--- src/rtl/core/pkm_pkg.sv ---
// shared types, register codes and full-scale lookup for the peak meter
package pkm_pkg;

  localparam int LEVEL_FRAC_BITS_DEF = 16;
  localparam int QUEUE_DEPTH = 4;

  // configuration register indexes
  localparam logic REG_SAMPLE_FORMAT = 1'b0;
  localparam logic REG_BYTE_ORDER    = 1'b1;

  typedef enum logic [2:0] {
    FMT_NONE = 3'd0,
    FMT_U8   = 3'd1,
    FMT_S8   = 3'd2,
    FMT_U16  = 3'd3,
    FMT_S16  = 3'd4,
    FMT_U32  = 3'd5,
    FMT_S32  = 3'd6,
    FMT_F32  = 3'd7
  } fmt_t;

  // one finished block waiting for its level computation
  typedef struct packed {
    logic [31:0] peak;
    fmt_t        fmt;
  } job_t;

  function automatic logic [31:0] full_scale(input fmt_t f);
    logic [31:0] fs;
    unique case (f)
      FMT_U8:  fs = 32'd255;
      FMT_S8:  fs = 32'd127;
      FMT_U16: fs = 32'd65535;
      FMT_S16: fs = 32'd32767;
      FMT_U32: fs = 32'hffff_ffff;
      FMT_S32: fs = 32'h7fff_ffff;
      default: fs = 32'h7fff_ffff;
    endcase
    return fs;
  endfunction

endpackage

--- src/rtl/core/pkm_front.sv ---
// front end: sample decode, running peak and block-end job push
module pkm_front (
  input  logic                 clk,
  input  logic                 rst,
  input  pkm_pkg::fmt_t        sample_format,
  input  logic                 byte_order,
  input  logic                 in_valid,
  output logic                 in_ready,
  input  logic [31:0]          raw_sample,
  input  logic                 last_in_block,
  output logic                 push,
  output pkm_pkg::job_t        push_job,
  input  logic                 q_full
);
  import pkm_pkg::*;

  logic        s1_valid;
  logic [31:0] s1_mag;
  logic        s1_last;
  fmt_t        s1_fmt;
  logic [31:0] running_peak;

  logic [15:0] w16;
  logic [31:0] w32;
  logic [31:0] mag;
  logic        s1_adv;
  logic        s1_meter;
  logic [31:0] peak_upd;
  logic [31:0] fs;

  function automatic logic [31:0] float_mag(input logic [31:0] b);
    logic [7:0]  e;
    logic [22:0] m;
    logic [31:0] sig;
    logic [31:0] r;
    e   = b[30:23];
    m   = b[22:0];
    sig = {8'd0, 1'b1, m};
    priority if (e == 8'hff) begin
      r = (m != 23'd0) ? 32'd0 : 32'hffff_ffff;
    end else if (e == 8'd0) begin
      r = 32'd0;
    end else if (e >= 8'd128) begin
      r = 32'hffff_ffff;
    end else if (e >= 8'd119) begin
      r = sig << (e - 8'd119);
    end else if (e <= 8'd95) begin
      r = 32'd0;
    end else begin
      r = sig >> (8'd119 - e);
    end
    return r;
  endfunction

  // byte order for 16 and 32 bit words
  always_comb begin
    w16 = byte_order ? {raw_sample[7:0], raw_sample[15:8]} : raw_sample[15:0];
    w32 = byte_order ? {raw_sample[7:0], raw_sample[15:8], raw_sample[23:16],
                        raw_sample[31:24]} : raw_sample;
  end

  always_comb begin
    unique case (sample_format)
      FMT_U8:  mag = {24'd0, raw_sample[7:0]};
      FMT_S8:  mag = raw_sample[7] ? 32'(9'h100 - {1'b0, raw_sample[7:0]})
                                   : {24'd0, raw_sample[7:0]};
      FMT_U16: mag = {16'd0, w16};
      FMT_S16: mag = w16[15] ? 32'(17'h10000 - {1'b0, w16}) : {16'd0, w16};
      FMT_U32: mag = w32;
      FMT_S32: mag = w32[31] ? (32'd0 - w32) : w32;
      FMT_F32: mag = float_mag(w32);
      default: mag = 32'd0;
    endcase
  end

  // second stage: compare, clamp, push
  always_comb begin
    s1_meter = (s1_fmt != FMT_NONE);
    s1_adv   = s1_valid && !(s1_last && s1_meter && q_full);
    in_ready = !s1_valid || s1_adv;
    peak_upd = (s1_meter && (s1_mag > running_peak)) ? s1_mag : running_peak;
    fs       = full_scale(s1_fmt);
    push     = s1_adv && s1_last && s1_meter;
    push_job.peak = (peak_upd < fs) ? peak_upd : fs;
    push_job.fmt  = s1_fmt;
  end

  always_ff @(posedge clk) begin
    if (rst) begin
      s1_valid     <= 1'b0;
      running_peak <= 32'd0;
    end else begin
      if (in_valid && in_ready) begin
        s1_valid <= 1'b1;
      end else if (s1_adv) begin
        s1_valid <= 1'b0;
      end
      if (s1_adv) begin
        running_peak <= s1_last ? 32'd0 : peak_upd;
      end
    end
  end

  always_ff @(posedge clk) begin
    if (in_valid && in_ready) begin
      s1_mag  <= mag;
      s1_last <= last_in_block;
      s1_fmt  <= sample_format;
    end
  end

endmodule

--- src/rtl/core/pkm_queue.sv ---
// short job queue between front and back
module pkm_queue (
  input  logic          clk,
  input  logic          rst,
  input  logic          push,
  input  pkm_pkg::job_t push_job,
  output logic          full,
  input  logic          pop,
  output logic          q_valid,
  output pkm_pkg::job_t q_job
);
  import pkm_pkg::*;

  localparam int QW = $clog2(QUEUE_DEPTH);
  localparam int CW = $clog2(QUEUE_DEPTH + 1);

  job_t          entries [QUEUE_DEPTH];
  logic [QW-1:0] wr_ptr;
  logic [QW-1:0] rd_ptr;
  logic [CW-1:0] count;

  assign full    = (count == CW'(QUEUE_DEPTH));
  assign q_valid = (count != CW'(0));
  assign q_job   = entries[rd_ptr];

  always_ff @(posedge clk) begin
    if (rst) begin
      wr_ptr <= '0;
      rd_ptr <= '0;
      count  <= '0;
    end else begin
      if (push) begin
        wr_ptr <= (wr_ptr == QW'(QUEUE_DEPTH - 1)) ? '0 : wr_ptr + QW'(1);
      end
      if (pop) begin
        rd_ptr <= (rd_ptr == QW'(QUEUE_DEPTH - 1)) ? '0 : rd_ptr + QW'(1);
      end
      if (push && !pop) begin
        count <= count + CW'(1);
      end else if (pop && !push) begin
        count <= count - CW'(1);
      end
    end
  end

  always_ff @(posedge clk) begin
    if (push) begin
      entries[wr_ptr] <= push_job;
    end
  end

endmodule

--- src/rtl/core/pkm_back.sv ---
// back end: level from the clamped peak and the output word register
module pkm_back #(
  parameter int LEVEL_FRAC_BITS = pkm_pkg::LEVEL_FRAC_BITS_DEF
) (
  input  logic                       clk,
  input  logic                       rst,
  input  logic                       q_valid,
  input  pkm_pkg::job_t              q_job,
  output logic                       pop,
  output logic                       out_valid,
  input  logic                       out_ready,
  output logic [31:0]                out_peak,
  output logic [LEVEL_FRAC_BITS:0]   out_level
);
  import pkm_pkg::*;

  logic [31:0]              fs;
  logic [31:0]              p;
  logic [27:0]              rep7;
  logic [31:0]              rep8;
  logic [29:0]              rep15;
  logic [31:0]              rep16;
  logic [LEVEL_FRAC_BITS:0] level;

  // every full scale is 2^k - 1, so a peak below it over the full scale is
  // the k-bit peak repeated after the binary point; the level takes its top bits
  always_comb begin
    p     = q_job.peak;
    fs    = full_scale(q_job.fmt);
    rep7  = {4{p[6:0]}};
    rep8  = {4{p[7:0]}};
    rep15 = {2{p[14:0]}};
    rep16 = {2{p[15:0]}};
    if (p == fs) begin
      level = {1'b1, {LEVEL_FRAC_BITS{1'b0}}};
    end else begin
      unique case (q_job.fmt)
        FMT_U8:  level = {1'b0, rep8[31 -: LEVEL_FRAC_BITS]};
        FMT_S8:  level = {1'b0, rep7[27 -: LEVEL_FRAC_BITS]};
        FMT_U16: level = {1'b0, rep16[31 -: LEVEL_FRAC_BITS]};
        FMT_S16: level = {1'b0, rep15[29 -: LEVEL_FRAC_BITS]};
        FMT_U32: level = {1'b0, p[31 -: LEVEL_FRAC_BITS]};
        default: level = {1'b0, p[30 -: LEVEL_FRAC_BITS]};   // s32 and float
      endcase
    end
  end

  // take a job whenever the output register is free or being emptied
  assign pop = q_valid && (!out_valid || out_ready);

  always_ff @(posedge clk) begin
    if (rst) begin
      out_valid <= 1'b0;
    end else begin
      if (pop) begin
        out_valid <= 1'b1;
      end else if (out_ready) begin
        out_valid <= 1'b0;
      end
    end
  end

  always_ff @(posedge clk) begin
    if (pop) begin
      out_peak  <= p;
      out_level <= level;
    end
  end

  // level never exceeds one whole
  a_level_max: assert property (@(posedge clk) disable iff (rst)
    out_valid |-> (out_level <= {1'b1, {LEVEL_FRAC_BITS{1'b0}}}))
    else $error("level above full scale");

  // silent block reads as zero level
  a_zero_peak: assert property (@(posedge clk) disable iff (rst)
    (out_valid && (out_peak == 32'd0)) |-> (out_level == '0))
    else $error("nonzero level for zero peak");

  // a stalled word stays put
  a_hold_stall: assert property (@(posedge clk) disable iff (rst)
    (out_valid && !out_ready) |=>
      (out_valid && $stable(out_peak) && $stable(out_level)))
    else $error("output word changed while stalled");

  // a whole level needs a nonzero peak
  a_whole_peak: assert property (@(posedge clk) disable iff (rst)
    (out_valid && out_level[LEVEL_FRAC_BITS]) |-> (out_peak != 32'd0))
    else $error("full level with zero peak");

endmodule

--- src/rtl/core/audio_block_peak_meter_core.sv ---
// top level of the block peak level meter
//
// usage:
//  - s_axis carries one sample word per cycle: raw sample bytes in tdata, first
//    memory byte in bits 7:0, and tlast on the final sample of a metering block
//  - cfg_we/cfg_addr/cfg_data set the sample format (index 0) and byte order
//    (index 1); write them only while no block is in flight
//  - m_axis gives one word per block with a nonzero format: clamped peak in
//    tdata bits 31:0 and the level fraction above it
// stages and throughput:
//  - samples are taken one per cycle while s_axis_tready is high; the front
//    decodes in one stage and compares against the running peak in the next
//  - every full scale is 2^k - 1, so the level is the clamped peak's bit
//    pattern repeated, with no divider; the job queue feeds the output
//    register, one job per cycle while m_axis_tready is high
//  - while m_axis stalls, finished blocks wait in the 4-entry job queue;
//    with the queue full, s_axis_tready drops at the next block end
// reset clears the running peak, the job queue, the config registers and the
// output valid; a stalled m_axis holds its word
module audio_block_peak_meter_core #(
  parameter int LEVEL_FRAC_BITS = pkm_pkg::LEVEL_FRAC_BITS_DEF
) (
  input  logic        clk,
  input  logic        rst,
  // configuration write port
  input  logic        cfg_we,
  input  logic        cfg_addr,
  input  logic [2:0]  cfg_data,
  // sample stream
  input  logic        s_axis_tvalid,
  output logic        s_axis_tready,
  input  logic [31:0] s_axis_tdata,   // raw_sample [31:0]
  input  logic        s_axis_tlast,
  // result stream
  output logic        m_axis_tvalid,
  input  logic        m_axis_tready,
  // peak_value [31:0], level_fraction [32+LEVEL_FRAC_BITS:32], zero pad above
  output logic [((LEVEL_FRAC_BITS + 40) / 8) * 8 - 1:0] m_axis_tdata
);
  import pkm_pkg::*;

  localparam int DATA_W = ((LEVEL_FRAC_BITS + 40) / 8) * 8;

  // config registers
  fmt_t sample_format;
  logic byte_order;

  // front to queue
  logic push;
  job_t push_job;
  logic q_full;

  // queue to back
  logic q_valid;
  job_t q_job;
  logic pop;

  logic [31:0]              out_peak;
  logic [LEVEL_FRAC_BITS:0] out_level;

  always_ff @(posedge clk) begin
    if (rst) begin
      sample_format <= FMT_NONE;
      byte_order    <= 1'b0;
    end else if (cfg_we) begin
      unique case (cfg_addr)
        REG_SAMPLE_FORMAT: sample_format <= fmt_t'(cfg_data);
        REG_BYTE_ORDER:    byte_order    <= cfg_data[0];
        default: ;
      endcase
    end
  end

  // decode and peak tracking
  pkm_front u_front (
    .clk           (clk),
    .rst           (rst),
    .sample_format (sample_format),
    .byte_order    (byte_order),
    .in_valid      (s_axis_tvalid),
    .in_ready      (s_axis_tready),
    .raw_sample    (s_axis_tdata),
    .last_in_block (s_axis_tlast),
    .push          (push),
    .push_job      (push_job),
    .q_full        (q_full)
  );

  // finished blocks wait here for the back end
  pkm_queue u_queue (
    .clk      (clk),
    .rst      (rst),
    .push     (push),
    .push_job (push_job),
    .full     (q_full),
    .pop      (pop),
    .q_valid  (q_valid),
    .q_job    (q_job)
  );

  // level and output word register
  pkm_back #(
    .LEVEL_FRAC_BITS (LEVEL_FRAC_BITS)
  ) u_back (
    .clk       (clk),
    .rst       (rst),
    .q_valid   (q_valid),
    .q_job     (q_job),
    .pop       (pop),
    .out_valid (m_axis_tvalid),
    .out_ready (m_axis_tready),
    .out_peak  (out_peak),
    .out_level (out_level)
  );

  // pack fields low to high, zero fill to a whole byte
  assign m_axis_tdata = DATA_W'({out_level, out_peak});

endmodule

--- config.mk ---
export PLATFORM = sky130hd
export DESIGN_NAME = audio_block_peak_meter_core
export DESIGN_NICKNAME = d
export VERILOG_FILES = /design/src/rtl/core/pkm_pkg.sv /design/src/rtl/core/pkm_front.sv /design/src/rtl/core/pkm_queue.sv /design/src/rtl/core/pkm_back.sv /design/src/rtl/core/audio_block_peak_meter_core.sv
export SDC_FILE = /design/constraint.sdc
export NUM_CORES = 1
export LEC_CHECK = 0
export ABC_AREA = 0
export BUFFER_PORTS_ARGS = -buffer_cell sky130_fd_sc_hd__buf_2
export CAP_MARGIN = 20
export CORE_MARGIN = 2
export CORE_UTILIZATION = 61
export CTS_BUF_LIST = sky130_fd_sc_hd__clkbuf_8
export DETAILED_ROUTE_END_ITERATION = 8
export PLACE_DENSITY = 0.86
export SLEW_MARGIN = 20
export SYNTH_ARGS = -nofsm -noshare
export SYNTH_HDL_FRONTEND = slang
export SYNTH_HIERARCHICAL = 1
export SYNTH_SLANG_ARGS = --single-unit
--- constraint.sdc ---
create_clock -name clk -period 8.45 [get_ports clk]
set_input_delay 1.2675 -clock clk [delete_from_list [all_inputs] [get_ports clk]]
set_output_delay 1.2675 -clock clk [all_outputs]
set_load 0.05 [all_outputs]
==> Word level (Yosys, flattened, before mapping) <==
Memory sizes are Yosys's and may differ from the RTL's. A register that Yosys moved wholly into a read port is not among the register bits.
Index checks and enable logic that the tools add are counted.
{ "totals": {"register_bits": 130, "latch_bits": 0, "mem_bits_rw": 140, "mem_bits_ro": 0, "inputBits": 42, "output_inout_bits": 58, "wordCells": 109, "n_memories": 1} }
{ "memory_table": {"columns": ["memory", "depth", "word_bits", "rd", "rd_clocked_by_memory_dff", "write_ports", "line", "source"], "rows": [
  ["u_queue.entries", 4, 35, 1, 1, 1, "pkm_queue.sv:17", "job_t entries [QUEUE_DEPTH];"]
]} }
{ "op_classes": {"n_addsub": 9, "n_mul": 0, "div_mod_pow": 0, "n_lt_le_gt_ge": 5, "n_eq_ne": 22, "shift": 2, "mux": 30, "bitwise_logic": 1, "reduce_logical": 26} }
{ "op_table": {"columns": ["cell", "n"], "rows": [
  ["32-bit 2-to-1 mux", 13],
  ["32-bit case mux with 5 select lines", 2],
  ["32-bit case mux with 7 select lines", 1],
  ["16-bit case mux with 5 select lines", 1],
  ["32-bit equality test", 1],
  ["32-bit greater-than comparator", 1],
  ["32-bit < comparator", 1],
  ["24-bit by 8-bit left shift with 32-bit output", 1],
  ["24-bit by 8-bit right shift with 32-bit output", 1],
  ["1-bit by 32-bit subtractor with 32-bit output, first input constant", 1],
  ["3-bit equality test, second input constant", 9],
  ["23-bit nonzero test", 1],
  ["3-bit by 2-bit equality test with 1-bit output, second input constant", 6],
  ["17-bit by 16-bit subtractor with 18-bit output, first input constant", 1],
  ["16-bit 2-to-1 mux", 1],
  ["1-bit logical AND", 10],
  ["9-bit by 8-bit subtractor with 10-bit output, first input constant", 1],
  ["3-bit by 1-bit equality test with 1-bit output, second input constant", 3],
  ["8-bit equality test, second input constant", 1],
  ["8-bit by 7-bit >= comparator with 1-bit output, second input constant", 1],
  ["8-bit >= comparator, second input constant", 1],
  ["8-bit by 7-bit less-or-equal comparator with 1-bit output, second input constant", 1],
  ["8-bit logical NOT", 1],
  ["2-bit 2-to-1 mux", 4],
  ["14 further kinds", 31]
]} }

==> Longest topological paths before layout <==
Gate-level depths: netlist of run 1.
{ "depth": {"ltp_word": 11, "ltp_mapped": 22, "ltp_nobuf": 19} }

==> By module <==
The synthesis of run 1 kept the hierarchy.
{ "by_module_without_submodules": {"columns": ["module", "n_inst", "cells_each", "area_each_um2", "seq_area_each_um2"], "rows": [
  ["pkm_front", 1, 1505, 10913.0, 1741.7],
  ["pkm_queue", 1, 227, 5544.1, 4384.2],
  ["pkm_back", 1, 218, 2600.0, 1491.4],
  ["audio_block_peak_meter_core", 1, 25, 232.7, 80.1]
]} }

==> Worst setup path before layout of run 1 <==
Ideal clock, no wire load.
{ "synth_timing": {"path_kind": "input port to flip-flop", "from": "input port m_axis_tready", "to": "register u_queue.count[2]", "setup_ns": 0.070, "t_arrival_ns": 6.474, "required_ns": 8.380, "setup_slack_ns": 1.906, "path_stages": 9, "n_path_buf": 0, "cell_sequence": "inv_1 -> a21boi_0 -> inv_1 -> ha_1 -> inv_1 -> fa_1 -> xor2_1 -> or3_1 -> a21oi_1"} }
{ "synth_between": {"elab_chain_len": 5, "elab_cells_between_ends": 7, "classes_between": "mux (1); reduce/logical (6)"} }
{ "synth_lines": {"columns": ["element", "line", "source"], "rows": [
  ["start, declared", "audio_block_peak_meter_core.sv:36", "input logic m_axis_tready,"],
  ["1-bit logical OR (*)", "pkm_back.sv:49", "assign pop = q_valid && (!out_valid || out_ready);"],
  ["1-bit logical AND (*)", "pkm_back.sv:49", null],
  ["net pop", "audio_block_peak_meter_core.sv:56", "logic pop;"],
  ["1-bit logical NOT", "pkm_queue.sv:38", "if (push && !pop) begin"],
  ["1-bit logical AND", "pkm_queue.sv:38", null],
  ["3-bit 2-to-1 mux or 2-bit nonzero test (tied branches)", null, null],
  ["end signal, assigned", "pkm_queue.sv:39", "count <= count + CW'(1);"],
  ["end signal, assigned", "pkm_queue.sv:41", "count <= count - CW'(1);"],
  ["end, declared", "pkm_queue.sv:20", "logic [CW-1:0] count;"]
]} }
The timed path passes the listed nets; every way through them passes the cells marked *.
A chain may end at the register's enable or synchronous reset.

==> results.txt, run 1 <==
maxcap violations -> 0
YS warnings -> 6
CTS resizes -> 0
share of layout cells above drive strength 1 -> 15.1%
Antenna Cells -> 0
Worst Max-Slew Pin Slew -> 1.18 ns
post-placement setup slack -> 2.49 ns
skew final -> 0.0247 ns
num rows -> 65
Yosys reg bits -> 272
startpoint types -> flip-flop
Slew headroom -> 19.1%
area of the die -> 33,100 um^2
largest net degree at the start of global routing -> 70
Mapped Cells -> 1,975
H-tree Lvls -> 2
vias in the first global route -> 16,800
Final GP Congestion -> 0.999
first-pass GRT wire length -> 101,000 um
Die Y -> 182 um
Hold WS -> 0.453 ns
most frequent cells after synthesis -> edfxtp_1 (225), nand2_1 (152), nor2_1 (151), a21oi_1 (134), mux2i_1 (130)
Hold/Removal Path Class -> reg2reg
Primary FF master, synth -> edfxtp_1
Power Total -> 5.08 mW
post-synthesis sequential area ratio -> 39.9%
worst endpoint required time -> 8.72 ns
Static Leak -> 7.42 nW
First DRT Iteration DRCs -> 2,477
HPWL after DPL -> 48,900 um
Final Hold Vio Count -> 0
Setup Fix Bufs, Post-CTS -> 0
remaining antenna violation count -> 0
Initial Util -> 61.6%
average wire per standard cell -> 27.5 um
Worst EP arrival -> 6.63 ns
fin crit period -> 6.36 ns
Area after DPL -> 20,000 um^2
final period utilization -> 75.3%
hold buffer count at CTS -> 0
critical path class -> reg2reg
clk_lat worst skew -> 0.55 ns
PwrDens -> 245 nW/um^2
clk root buf -> clkbuf_8
final wirelength -> 67,300 um
post-synth cell types -> 90
worst-path maximum fanout -> 33
Avg Synthesized Cell Area -> 9.77 um^2
r2r setup slk -> 2.09 ns
Via density -> 7.13
top area cells in the synthesized netlist -> edfxtp_1 (35%), mux2i_1 (6.7%), dfxtp_1 (4.9%), ha_1 (4.8%), mux4_2 (4.8%)
RSZ-0062 raised after global routing -> no
number of remaining DRC errors -> 0
drt pass-1 iters -> 8
Crit. End Element -> flip-flop
# nets final -> 2,134
count leader, synth -> edfxtp_1
Area Overhead vs Synth -> 7.45%
CTS tree -> built
Finish-stage setup viols -> 0
core area -> 31,300 um^2
Post-synth EDFFs -> 225
io pins -> 100
Syn Std Cell Area -> 19,300 um^2
Max Fclk -> 157 MHz
post-synth top area cell -> edfxtp_1
Worst VDD drop -> 0.000231 V
routed via count -> 17,500
Max clock buf depth -> 3
setup_tns -> 0 ns
TritonCTS Buffers -> 39
post-synth top area share -> 35.0%
GRT Total Usage -> 40.0%
Buffers on Ports -> 92
Clock Sinks -> 272
outcome -> complete, no violations
Pins Over Slew Limit -> 0
Synth async-reset ratio -> 0%
initial antenna violation count -> 0
clock transition at the registers of the reported paths -> 0.07 ns
die width -> 182 um
final worst slack -> 2.09 ns
global route overflow -> 0
cell area after layout -> 20,700 um^2
[cells by family (layout without fill, tap and decap cells)]
kind of cell	Yosys count	after routing	synth area share, %
buffers and inverters	226	292	5.43
other	1	7	0.0194
DFF	272	272	39.9
adders and majority gates	75	75	4.90
and+or+nand+nor	615	615	15.9
muxes	213	213	14.4
xor gates and xnor gates	38	38	1.73
AOI/OAI and AO/OA	535	535	17.8
[state kept, by name, summed over array words and instances (netlist names), 2 cells and up, named ones only]
register / count
u_back/out_peak: 32
u_queue/count: 3
u_front/running_peak: 32
u_back/out_level: 17
u_front/s1_mag: 32
u_queue/rd_ptr: 2
u_queue/wr_ptr: 2
u_queue/entries: 140
u_front/s1_fmt: 3
sample_format: 3
[cell type report]
type                            count  area, um^2
Clock buffer                       44         606
Timing Repair Buffer              136         795
Clock inverter                     27         153
Multi-Input combinational cell   1483       10700
Inverter                           85         319
Fill cell                        2343       10600
Tap cell                          402         503
Sequential cell                   272        7700
[critical path, cell delays in order, from the launching register on]
cell and delay, ns:
edfxtp_1 0.45, ha_1 0.33, nand4_1 0.14, or4_1 0.58, o21a_1 0.20, nand2_1 0.84
a21boi_0 0.34, nor2_1 0.28, inv_1 0.07, ha_1 0.31, nand4_1 0.17, nor3_1 0.36
o221ai_1 0.19, a32oi_1 0.31, or3_1 0.16, a21oi_1 0.06, a211oi_4 0.27, buf_4 0.47
mux2i_1 0.57
[final timing paths]
check / start / end / cells past startpoint
max: u_front/s1_mag[6] / u_queue/entries[0][13] / 18
min: u_front/running_peak[29] / u_front/running_peak[29] / 2
max reg2reg: u_front/s1_mag[6] / u_queue/entries[0][13] / 18
min reg2reg: u_front/running_peak[29] / u_front/running_peak[29] / 2
[through the flow]
| stage | util [%] | instances |
|---|---|---|
| finish | 66.2 | 2449 |
| global route | 66.2 | 2449 |
| CTS | 66.2 | 2449 |
| detailed placement | 63.8 | 2378 |
| global placement | 63.7 | 2377 |
| floorplan | - | 1981 |
[placed cells by master (no fill, tap or decap), drive strengths merged, types with 7 or more instances in the layout]
master and n:
edfxtp 225, nand2b 14, o311ai 7, mux2i 130, o31ai 14, mux4 46
dfxtp 47, nand4 31, xor2 8, o22ai 17, xnor2 30, a21oi 134
a22oi 17, o221ai 18, and2 10, nor2 152, nor3b 8, clkbuf 44
a211oi 23, buf 136, nor4 24, nand3 67, mux2 37, a22o 7
ha 74, o211ai 43, conb 7, a21o 10, a31oi 18, o21ai 134
inv 94, clkinv 16, nor2b 21, o2111ai 10, nand2 152, a221oi 13
a21boi 30, or3 21, nor3 76
[layer usage]
metal / vias up / wire length [um] / GRT usage (%)
li1: 7638 / - / -
met1: 8339 / 24300 / 48.0
met2: 1192 / 32500 / 68.8
met3: 289 / 5310 / 4.23
met4: 0 / 5190 / 25.8
met5: - / 0 / 0
[report_power, final]
group          leakage [nW]  switching, mW  internal (mW)  total (mW)
Combinational          4.48           1.62          0.656        2.28
Sequential             2.51         0.0646           1.73        1.80
Clock                 0.428          0.493          0.514        1.01
Total                  7.42           2.18           2.90        5.08
Note: power is estimated with default switching activity, not from simulation.
==> run 2, diff against run 1 <==
- clock period: 8.45 -> 6.4 ns (I/O delays scaled with it)
==> run 2 against run 1 <==
- core utilization grew 0.26 points
- clock skew shrank 0.0076 ns
- critical path type unchanged
- die area is the same
- setup slack lost 1.8 ns
==> results.txt, run 2 (same netlist as run 1, synthesis figures left out) <==
Die Y -> 182 um (unchanged)
Largest register FFs -> 140 (unchanged)
commonest non-fill, non-tap cell in the layout -> edfxtp_1
Hold/Removal Path Class -> reg2reg
first-pass GRT wire length -> 97,100 um (-3.7%)
Static Leak -> 7.48 nW (+0.71%)
Crit. End Element -> flip-flop
remaining antenna violation count -> 0 (unchanged)
num rows -> 65 (unchanged)
cell area after layout -> 20,800 um^2 (+0.40%)
worst-path maximum fanout -> 33 (unchanged)
routed via count -> 17,500 (+0.25%)
setup_tns -> 0 ns (unchanged)
largest net degree at the start of global routing -> 53 (-24%)
final period utilization -> 95.5% (+20 points)
final wirelength -> 63,600 um (-5.5%)
skew final -> 0.0170 ns (-0.00764 ns)
First DRT Iteration DRCs -> 2,122 (-14%)
Area after DPL -> 20,100 um^2 (+0.53%)
clk root buf -> clkbuf_8
Finish-stage setup viols -> 0 (unchanged)
global route overflow -> 0 (unchanged)
hold_sp -> u_front/running_peak[27]
Max Fclk -> 164 MHz (+4.1%)
Max stage delay on crit path -> 0.72 ns (-0.12 ns)
Via density -> 7.10 (-0.36%)
maxcap violations -> 0 (unchanged)
CTS tree -> built
Worst R2R End -> u_queue/entries[1][3]
fin crit period -> 6.11 ns (-0.252 ns)
clock transition at the registers of the reported paths -> 0.06 ns (about the same)
Clock Sinks -> 272 (unchanged)
# nets final -> 2,152 (+0.84%)
clk_lat worst skew -> 0.54 ns (about the same)
hold buffer count at CTS -> 0 (unchanged)
core area -> 31,300 um^2 (unchanged)
sink of the worst hold path -> u_front/running_peak[27]
Buffers on Ports -> 92 (unchanged)
HPWL after DPL -> 46,500 um (-4.8%)
TritonCTS Buffers -> 39 (unchanged)
Initial Util -> 61.6% (unchanged)
Worst Max-Slew Pin Slew -> 1.17 ns (-0.0112 ns)
area of the die -> 33,100 um^2 (unchanged)
number of remaining DRC errors -> 0 (unchanged)
die width -> 182 um (unchanged)
Final Hold Vio Count -> 0 (unchanged)
PwrDens -> 316 nW/um^2 (+29%)
average wire per standard cell -> 25.8 um (-6.1%)
drt pass-1 iters -> 8 (unchanged)
Final GP Congestion -> 1.09 (+9.5%)
Worst VDD drop -> 0.000293 V (+27%)
commonest non-fill, non-tap cells in the layout -> edfxtp_1 (225), nand2_1 (152), nor2_1 (151)
vias in the first global route -> 16,600 (-1.0%)
H-tree Lvls -> 2 (unchanged)
Worst Hold Depth -> 2 (unchanged)
Max clock buf depth -> 3 (unchanged)
Area Overhead vs Synth -> 7.88%
CP Cell Sequence -> ha_1 > nor2b_1 > o211ai_1 > a21oi_1 > o311ai_0 > a31o_2 > a21boi_0 > nor2_1 > inv_1 > ha_1 > a21o_1 > a211o_1 > o221ai_1 > a32oi_1 > or3_1 > a21oi_1 > a211oi_4 > buf_4 > buf_4 > a211o_1
worst reg2reg path depth -> 20 (+2)
Worst EP arrival -> 6.37 ns (-0.26 ns)
Pins Over Slew Limit -> 0 (unchanged)
critical path class -> reg2reg
startpoint types -> flip-flop
RSZ-0062 raised after global routing -> no
R2R Path Start -> u_front/s1_mag[1]
GRT Total Usage -> 38.1% (-1.9 points)
io pins -> 100 (unchanged)
initial antenna violation count -> 0 (unchanged)
outcome -> complete, no violations
Reg with most FFs -> u_queue/entries
slowest CP cell -> a31o_2
share of layout cells above drive strength 1 -> 15.5% (+0.38 points)
Slew headroom -> 19.9% (+0.77 points)
worst endpoint required time -> 6.66 ns (-2.06 ns)
r2r setup slk -> 0.29 ns (-1.80 ns)
-- run 2: cell types whose count changed in the layout (fill, tap and decap cells not counted), sizes merged --
cell    delta
buf       +18
inv        -3
bufinv     -1
clkbuf     -1
clkinv     +1
diode      +1
-- run 2: critical path, delay by kind of cell, from the launching register on --
family | cells | cell delay (ns)
adders and majority gates | 2 | 0.67
AOI/OAI and AO/OA | 12 | 3.35
and+or+nand+nor | 3 | 0.90
buffers and inverters | 3 | 0.49
DFF | 1 | 0.43
-- run 2: worst max path at each step --
stage	end	slack, ns	depth (start not counted)	startpoint
CTS	u_queue/entries[1][32]	0.04	19	u_front/s1_mag[1]
detailed placement	u_queue/entries[3][28]	0.13	19	u_front/s1_mag[1]
global route	u_queue/entries[1][3]	0.09	20	u_front/s1_mag[1]
finish	u_queue/entries[1][3]	0.29	20	u_front/s1_mag[1]
floorplan	u_queue/count[2]	0.16	9	m_axis_tready
global placement	u_queue/entries[0][30]	0.55	19	u_front/s1_mag[1]
-- run 2: area by class of cell --
type / instances / area [um^2]
multi-input cells: 1483 / 10600
fillers: 2394 / 10500
flip-flops and latches: 272 / 7700
repair buffers: 154 / 946
clock buffers: 43 / 592
well taps: 402 / 503
inverters: 85 / 319
clock inverters: 24 / 103
diodes: 1 / 2.50
-- run 2: per-stage QoR --
stage | cells | utilization [%] | setup WS (ns) | total power, mW | hold WS, ns
floorplan | 1981 | - | 0.164 | 4.61 | 0.432
global placement | 2390 | 64.0 | 0.554 | 5.23 | 0.438
detailed placement | 2391 | 64.1 | 0.134 | 5.30 | 0.444
CTS | 2458 | 66.3 | 0.0440 | 6.53 | 0.452
global route | 2463 | 66.5 | 0.0854 | 6.85 | 0.471
finish | 2464 | 66.5 | 0.287 | 6.57 | 0.451
-- run 2: layer usage --
| metal | wire, um | vias up | GRT usage, % |
|---|---|---|---|
| li1 | - | 7691 | - |
| met4 | 4920 | 0 | 24.8 |
| met1 | 23200 | 8330 | 45.9 |
| met3 | 5080 | 290 | 5.01 |
| met5 | 0 | - | 0 |
| met2 | 30400 | 1190 | 64.4 |
-- run 2: timing repair --
action,CTS,global route
setup endpoints to repair,4,84
setup buffers,0,5
resized for setup,0,0
pin swaps,1,1
-- run 2: where the power goes --
part	internal, mW	total (mW)	leakage (nW)	switching, mW
sequential	2.29	2.37	2.51	0.0895
combinational	0.883	2.96	4.58	2.08
clock	0.616	1.24	0.385	0.620
total	3.78	6.57	7.48	2.79
